**src/rtl/svpe_pkg.sv**
```systemverilog
// ----------------------------------------------------------------------------
// svpe_pkg
// shared types and constants of the sample voice position engine
// ----------------------------------------------------------------------------
package svpe_pkg;

  localparam int unsigned MAX_FRAMES = 4096;
  localparam int unsigned FRAMES_W   = 13;
  localparam int unsigned EVENT_CAP  = 16;
  localparam int unsigned CFG_IDX_W  = 3;
  localparam int unsigned IN_DATA_W  = 48;
  localparam int unsigned OUT_DATA_W = 88;

  localparam logic [CFG_IDX_W-1:0] CFG_STEP_WHOLE    = 3'd0;
  localparam logic [CFG_IDX_W-1:0] CFG_STEP_FRAC     = 3'd1;
  localparam logic [CFG_IDX_W-1:0] CFG_SAMPLE_LENGTH = 3'd2;
  localparam logic [CFG_IDX_W-1:0] CFG_LOOP_START    = 3'd3;
  localparam logic [CFG_IDX_W-1:0] CFG_LOOP_LENGTH   = 3'd4;
  localparam logic [CFG_IDX_W-1:0] CFG_LOOP_LIMIT    = 3'd5;
  localparam logic [CFG_IDX_W-1:0] CFG_VOICE_MODE    = 3'd6;

  localparam logic MODE_ADVANCE = 1'b0;
  localparam logic MODE_RESTART = 1'b1;

  typedef enum logic [2:0] {
    ST_IDLE,
    ST_CHECK,
    ST_MUL,
    ST_MULEND,
    ST_DIV,
    ST_KSET,
    ST_EVENT,
    ST_DONE
  } state_e;

endpackage

```
**src/rtl/sample_voice_position_engine.sv**
```systemverilog
// ----------------------------------------------------------------------------
// sample_voice_position_engine
// playback position of one sample voice in 32.32 fixed point with loop,
// ping-pong and loop limit handling
// ----------------------------------------------------------------------------
// channel  direction  fields
// s_axis   in         tuser: mode; tdata: frames, start_position
// m_axis   out        tdata: position, position_frac, playing, backwards,
//                     loops_done
// cfg      in         cfg_index_i, cfg_data_i register write
//
// restart or idle advance: the transfer goes straight to ST_DONE, which loads the output register
// each boundary: 13 step multiply, 13 step divide, 13 step multiply,
// one adder pass each; at most 17 passes per item
// s_axis_tready is high only while the sequencer idles
// a result held in the output register blocks only the next result
// reset clears the position state and loads the register defaults
// ----------------------------------------------------------------------------
module sample_voice_position_engine (
  input  logic                               clk_i,
  input  logic                               rst_ni,
  input  logic                               s_axis_tvalid,
  output logic                               s_axis_tready,
  input  logic [svpe_pkg::IN_DATA_W-1:0]     s_axis_tdata,  // frames, start_position
  input  logic                               s_axis_tuser,  // mode
  output logic                               m_axis_tvalid,
  input  logic                               m_axis_tready,
  output logic [svpe_pkg::OUT_DATA_W-1:0]    m_axis_tdata,  // position, position_frac,
                                                            // playing, backwards, loops_done
  input  logic                               cfg_valid_i,
  output logic                               cfg_ready_o,
  input  logic [svpe_pkg::CFG_IDX_W-1:0]     cfg_index_i,
  input  logic [31:0]                        cfg_data_i
);
  import svpe_pkg::*;

  logic [15:0] step_whole_q;
  logic [31:0] step_frac_q, sample_length_q, loop_start_q, loop_length_q;
  logic [15:0] loop_limit_q;
  logic [2:0]  voice_mode_q;

  state_e state_q, state_d;
  logic signed [63:0] pos_q, pos_d, end_q, end_d, remain_q, remain_d;
  logic [31:0] frac_q, frac_d;
  logic        playing_q, playing_d, back_q, back_d, looping_q, looping_d;
  logic [15:0] pass_q, pass_d;
  logic [FRAMES_W-1:0] left_q, left_d, mq_q, mq_d, quo_q, quo_d;
  logic [4:0]  events_q, events_d;
  logic [3:0]  cnt_q, cnt_d;
  logic        phase_q, phase_d;
  logic [63:0] acc_q, acc_d, rem_q, rem_d;
  logic        ovalid_q, ovalid_d;
  logic [OUT_DATA_W-1:0] odata_q, odata_d;

  logic [47:0] step;
  logic [63:0] step_sh;
  logic signed [63:0] whole, rem_diff;
  logic [FRAMES_W-1:0] in_frames;
  logic [FRAMES_W:0]   kval;

  assign step    = {step_whole_q, step_frac_q};
  assign step_sh = {16'd0, step} << cnt_q;
  assign whole   = $signed({32'd0, acc_q[63:32]});
  assign in_frames = s_axis_tdata[FRAMES_W-1:0];

  assign s_axis_tready = (state_q == ST_IDLE);
  assign cfg_ready_o   = 1'b1;
  assign m_axis_tvalid = ovalid_q;
  assign m_axis_tdata  = odata_q;

  always_ff @(posedge clk_i or negedge rst_ni) begin
    if (!rst_ni) begin
      step_whole_q    <= 16'd1;
      step_frac_q     <= '0;
      sample_length_q <= '0;
      loop_start_q    <= '0;
      loop_length_q   <= '0;
      loop_limit_q    <= '0;
      voice_mode_q    <= '0;
    end else if (cfg_valid_i) begin
      unique case (cfg_index_i)
        CFG_STEP_WHOLE:    step_whole_q    <= cfg_data_i[15:0];
        CFG_STEP_FRAC:     step_frac_q     <= cfg_data_i;
        CFG_SAMPLE_LENGTH: sample_length_q <= cfg_data_i;
        CFG_LOOP_START:    loop_start_q    <= cfg_data_i;
        CFG_LOOP_LENGTH:   loop_length_q   <= cfg_data_i;
        CFG_LOOP_LIMIT:    loop_limit_q    <= cfg_data_i[15:0];
        CFG_VOICE_MODE:    voice_mode_q    <= cfg_data_i[2:0];
        default: ;
      endcase
    end
  end

  always_ff @(posedge clk_i or negedge rst_ni) begin
    if (!rst_ni) begin
      state_q   <= ST_IDLE;
      pos_q     <= '0;
      end_q     <= '0;
      frac_q    <= '0;
      playing_q <= 1'b0;
      back_q    <= 1'b0;
      looping_q <= 1'b0;
      pass_q    <= '0;
      ovalid_q  <= 1'b0;
    end else begin
      state_q   <= state_d;
      pos_q     <= pos_d;
      end_q     <= end_d;
      frac_q    <= frac_d;
      playing_q <= playing_d;
      back_q    <= back_d;
      looping_q <= looping_d;
      pass_q    <= pass_d;
      ovalid_q  <= ovalid_d;
    end
  end

  always_ff @(posedge clk_i) begin
    remain_q <= remain_d;
    left_q   <= left_d;
    mq_q     <= mq_d;
    quo_q    <= quo_d;
    events_q <= events_d;
    cnt_q    <= cnt_d;
    phase_q  <= phase_d;
    acc_q    <= acc_d;
    rem_q    <= rem_d;
    odata_q  <= odata_d;
  end

  always_comb begin
    state_d   = state_q;
    pos_d     = pos_q;
    end_d     = end_q;
    frac_d    = frac_q;
    playing_d = playing_q;
    back_d    = back_q;
    looping_d = looping_q;
    pass_d    = pass_q;
    remain_d  = remain_q;
    left_d    = left_q;
    mq_d      = mq_q;
    quo_d     = quo_q;
    events_d  = events_q;
    cnt_d     = cnt_q;
    phase_d   = phase_q;
    acc_d     = acc_q;
    rem_d     = rem_q;
    ovalid_d  = ovalid_q;
    odata_d   = odata_q;
    rem_diff  = $signed(rem_q - step_sh);
    kval      = {1'b0, quo_q} + 1'b1;

    if (ovalid_q && m_axis_tready) ovalid_d = 1'b0;

    unique case (state_q)
      ST_IDLE: begin
        if (s_axis_tvalid) begin
          state_d = ST_DONE;
          if (s_axis_tuser == MODE_RESTART) begin
            pos_d     = $signed({32'd0, s_axis_tdata[FRAMES_W +: 32]});
            frac_d    = '0;
            playing_d = 1'b1;
            pass_d    = '0;
            back_d    = voice_mode_q[2];
            looping_d = voice_mode_q[0];
            if (voice_mode_q[0]) begin
              end_d = voice_mode_q[2] ? $signed({32'd0, loop_start_q})
                    : $signed({32'd0, loop_start_q} + {32'd0, loop_length_q});
            end else begin
              end_d = voice_mode_q[2] ? -64'sd1 : $signed({32'd0, sample_length_q});
            end
          end else if (playing_q && in_frames != '0) begin
            left_d   = (in_frames > FRAMES_W'(MAX_FRAMES)) ? FRAMES_W'(MAX_FRAMES)
                                                          : in_frames;
            events_d = '0;
            state_d  = ST_CHECK;
          end
        end
      end
      ST_CHECK: begin
        remain_d = back_q ? pos_q - end_q : end_q - pos_q;
        if (remain_d > 0) begin
          acc_d   = {32'd0, frac_q};
          mq_d    = left_q;
          cnt_d   = '0;
          phase_d = 1'b0;
          state_d = ST_MUL;
        end else begin
          state_d = ST_EVENT;
        end
      end
      ST_MUL: begin
        if (mq_q[cnt_q]) acc_d = acc_q + step_sh;
        if (cnt_q == 4'(FRAMES_W - 1)) state_d = ST_MULEND;
        else cnt_d = cnt_q + 1'b1;
      end
      ST_MULEND: begin
        if (!phase_q && !(whole < remain_q || step == '0)) begin
          rem_d   = {remain_q[31:0], 32'd0} - {32'd0, frac_q} - 64'd1;
          quo_d   = '0;
          cnt_d   = 4'(FRAMES_W - 1);
          state_d = ST_DIV;
        end else begin
          pos_d   = back_q ? pos_q - whole : pos_q + whole;
          frac_d  = acc_q[31:0];
          state_d = phase_q ? ST_EVENT : ST_DONE;
        end
      end
      ST_DIV: begin
        if (rem_q >= step_sh) begin
          rem_d = rem_diff;
          quo_d[cnt_q] = 1'b1;
        end
        if (cnt_q == '0) state_d = ST_KSET;
        else cnt_d = cnt_q - 1'b1;
      end
      ST_KSET: begin
        if (kval > {1'b0, left_q}) kval = {1'b0, left_q};
        left_d  = left_q - kval[FRAMES_W-1:0];
        mq_d    = kval[FRAMES_W-1:0];
        acc_d   = {32'd0, frac_q};
        cnt_d   = '0;
        phase_d = 1'b1;
        state_d = ST_MUL;
      end
      ST_EVENT: begin
        if (!looping_q) begin
          playing_d = 1'b0;
          state_d   = ST_DONE;
        end else if (events_q >= 5'(EVENT_CAP)) begin
          state_d = ST_DONE;
        end else begin
          events_d = events_q + 1'b1;
          if (pass_q != 16'hFFFF) pass_d = pass_q + 1'b1;
          if (loop_limit_q != '0 && loop_limit_q == pass_q) begin
            looping_d = 1'b0;
            end_d = back_q ? -64'sd1 : $signed({32'd0, sample_length_q});
          end else if (voice_mode_q[1]) begin
            pos_d  = (end_q <<< 1) - pos_q;
            back_d = !back_q;
            end_d  = back_q ? end_q + $signed({32'd0, loop_length_q})
                            : end_q - $signed({32'd0, loop_length_q});
          end else begin
            pos_d = back_q ? pos_q + $signed({32'd0, loop_length_q})
                           : pos_q - $signed({32'd0, loop_length_q});
          end
          state_d = (left_q == '0) ? ST_DONE : ST_CHECK;
        end
      end
      ST_DONE: begin
        if (!ovalid_q || m_axis_tready) begin
          ovalid_d = 1'b1;
          odata_d  = {6'd0, pass_q, back_q, playing_q, frac_q, pos_q[31:0]};
          state_d  = ST_IDLE;
        end
      end
      default: state_d = ST_IDLE;
    endcase
  end

endmodule

```
**config.mk**
```make
export PLATFORM = sky130hd
export DESIGN_NAME = sample_voice_position_engine
export DESIGN_NICKNAME = d
export VERILOG_FILES = /design/src/rtl/svpe_pkg.sv /design/src/rtl/sample_voice_position_engine.sv
export SDC_FILE = /design/constraint.sdc
export NUM_CORES = 2
export LEC_CHECK = 0
export BUFFER_PORTS_ARGS = -buffer_cell sky130_fd_sc_hd__buf_2
export CAP_MARGIN = 20
export CORE_UTILIZATION = 30
export CTS_CLUSTER_DIAMETER = 50
export DETAILED_ROUTE_END_ITERATION = 16
export PLACE_DENSITY_LB_ADDON = 0.1
export SLEW_MARGIN = 20
export SYNTH_ARGS = -nofsm -noshare
export SYNTH_HDL_FRONTEND = slang
export SYNTH_SLANG_ARGS = --single-unit
```
**constraint.sdc**
```tcl
create_clock -name clk_i -period 20.3 [get_ports clk_i]
set_input_delay 4.06 -clock clk_i [delete_from_list [all_inputs] [get_ports clk_i]]
set_output_delay 4.06 -clock clk_i [all_outputs]
set_load 0.02 [all_outputs]
```
==> flow_metrics.py <==
metrics = {
    "run_status": {
        "status": "complete, no violations",
    },
    "setup_path": {
        "cp_max_fo": 7,
        "critPathBufInv": 1,
        "cp_slowest_cell": "nor3_1",
        "max_stage_delay_ns": 0.81,
        "cp.required_ns": 20.97,
        "cp-start-kind": "flop",
        "rr_endpoint": "pos_q[58]",
        "rr_worst_depth": 26,
        "r2r_slack_ns": 11.94,
        "reg2reg_from": "acc_q[35]",
        "cp_common_cell": "nor2_1",
        "critical_path_arrival_ns": 9.03,
        "cp-end-kind": "flop",
        "critPathKind": "flop to flop",
        "path_delay_family": "compound AO/OA/AOI/OAI gates",
    },
    "worst_hold_path": {
        "min_to": "m_axis_tdata[64]",
        "hold_depth": 0,
        "hp-start": "playing_q",
        "hp-class": "flop to flop",
    },
    "die": {
        "core-area_mm2": 0.215,
        "num_rows": 170,
        "die_h_um": 469,
        "die_x_um": 469,
        "die-area_mm2": 0.220,
        "initial_core_util_pct": 30.3,
        "io_pins": 180,
    },
    "detailed_routing": {
        "vias_per_cell": 5.70,
        "drtIter0Drc": 5329,
        "drt-wirelength-per-cell_um": 26.9,
        "drc_errors": 0,
        "drtPass1Iterations": 6,
        "wirelength_mm": 292,
        "vias": 61900,
        "ant_nets": 0,
    },
    "cts": {
        "cts_buffers": 140,
        "clk_path_buf_depth": 3,
        "cts_setup_buffers": 0,
        "cts-root-buf": "clkbuf_16",
        "ctsHoldBuffers": 0,
        "htreeDepth": 4,
        "cts_tree": "done",
        "cts.clk_slew.worst_paths_ns": 0.05,
        "clkSinkCount": 669,
        "clkLatencyLatePin_ns": 0.83,
        "cts-resized-gates": 0,
    },
    "sta": {
        "min_period_ns": 8.36,
        "worstMarginPinSlew_ns": 1.13,
        "fin_setup_tns_ns": 0,
        "fin_crit_sh_pct": 41.2,
        "hold_viol_final": 0,
        "relSlewSlack_pct": 23.6,
        "rsz0062_at_grt": "false",
        "slew_viol_final": 0,
        "final.setup_skew_ns": 0.0544,
        "fmax_mhz": 120,
        "setup_violations": 0,
    },
    "final_layout": {
        "layout_commonest_cell": "a21oi_1",
        "final_cell_mix": "a21oi_1 (871), nand2_1 (767), ha_1 (599)",
        "areaGrowthSynthToFinish_pct": 13.3,
        "nets": 8590,
        "fillerInstances": 22600,
        "drive_gt1_share_pct": 11.0,
    },
    "yosys": {
        "yosys.area_share.adder_pct": 11.9,
        "synthXorXnorAreaFrac_pct": 7.32,
        "synthFlopType": "dfrtp_1",
        "synth_edf_count": 323,
        "synthArstFlopShare_pct": 51.7,
        "synthesis.area_mm2": 0.0653,
        "synth-seq-area-share_pct": 28.1,
        "syn_inst": 7848,
        "synth_mux_area_share_pct": 5.72,
        "synth_seq_cells": 669,
        "synth_compound_area_share_pct": 25.8,
        "synth_cell_types": 120,
        "synth_top_family_by_area": "compound AO/OA/AOI/OAI gates",
        "ys.warnings.count": 0,
        "syn_avg_cell_area_um2": 8.32,
        "synthSimpleGateAreaFrac_pct": 16.4,
    },
    "global_routing": {
        "grt_pass1_vias": 59600,
        "antenna_found_initial": 24,
        "grt-ovfl-total": 0,
        "grt_max_degree": 120,
        "grt_usage_pct": 25.9,
        "grt_pass1_wl_mm": 418,
    },
    "placed_design": {
        "gp_congestion": 0.980,
        "post-dp-hpwl_mm": 235,
        "port-buffer-count": 169,
    },
    "flow_run": {
        "drv_cap": 0,
    },
}
[routing by layer]
layer	GRT usage (%)	routed length (um)	part of all wire [%]
met2	42.7	136000	47
met1	33.8	127000	44
met3	3.58	15900	5.4
met5	0	0	0
met4	10.5	12500	4.3
[sequential cells by signal, indices dropped and copies added (netlist names), 32 cells and up]
name and count:
m_axis_tdata 82, acc_q 64, end_q 64, pos_q 64
rem_q 64, remain_q 64, frac_q 32, loop_length_q 32
loop_start_q 32, sample_length_q 32, step_frac_q 32
[cell type report]
| class | count | area (um^2) | share of cell area, % |
|---|---|---|---|
| well taps | 2838 | 3550 | 4.80 |
| diodes | 11 | 27.5 | 0.0372 |
| multi-input cells | 6398 | 44000 | 59.5 |
| repair buffers | 277 | 1690 | 2.29 |
| inverters | 405 | 1520 | 2.05 |
| clock buffers | 163 | 3670 | 4.96 |
| flip-flops and latches | 669 | 18400 | 24.8 |
| clock inverters | 94 | 1170 | 1.58 |
[how the worst max path moves through the flow]
stage                         start   endpoint  slack, ns  cells past startpoint
after floorplan            cnt_q[1]   quo_q[0]       6.15                     24
after global placement     cnt_q[1]  rem_q[38]      12.04                     24
after detailed placement   cnt_q[1]  rem_q[36]      11.97                     24
after CTS                  cnt_q[1]  rem_q[38]      11.90                     24
after global routing       cnt_q[1]  rem_q[35]      11.52                     24
final                     acc_q[35]  pos_q[58]      11.94                     26
[per-stage QoR]
| stage | cell area, um^2 | hold WS [ns] | std cells | util (%) | setup WS (ns) |
|---|---|---|---|---|---|
| finish | 74000 | 0.476 | 10900 | 34.3 | 11.94 |
| global route | 74000 | 0.490 | 10800 | 34.3 | 11.52 |
| CTS | 74000 | 0.479 | 10800 | 34.3 | 11.90 |
| detailed placement | 69100 | 0.462 | 10600 | 32.1 | 11.97 |
| global placement | 69100 | 0.467 | 10600 | 32.1 | 12.04 |
| floorplan | 65300 | 0.423 | 7853 | - | 6.15 |
[cells in the mapped netlist, types with 210 or more instances]
| cell | number | area (um^2) |
|---|---|---|
| a21oi_1 | 872 | 4360 |
| nand2_1 | 770 | 2890 |
| ha_1 | 599 | 7490 |
| nor2_1 | 566 | 2120 |
| o21ai_0 | 554 | 2770 |
| inv_1 | 404 | 1520 |
| dfrtp_1 | 345 | 8630 |
| xnor2_1 | 336 | 2940 |
| edfxtp_1 | 323 | 9700 |
| a21o_1 | 300 | 2250 |
| clkbuf_1 | 289 | 1080 |
| xor2_1 | 210 | 1840 |
[cells by family (layout without fill, tap and decap cells)]
logic type      count (synthesis)  in the layout
buf+inv                       786            939
other cells                     2             18
fa+ha+maj                     613            613
compound gates               2666           2666
flops                         669            669
xor+xnor                      546            546
simple gates                 2268           2268
mux                           298            298
Power is left out: the tool's default activity adds up to more than one toggle a clock period on the data nets, which glitch-free logic cannot reach.
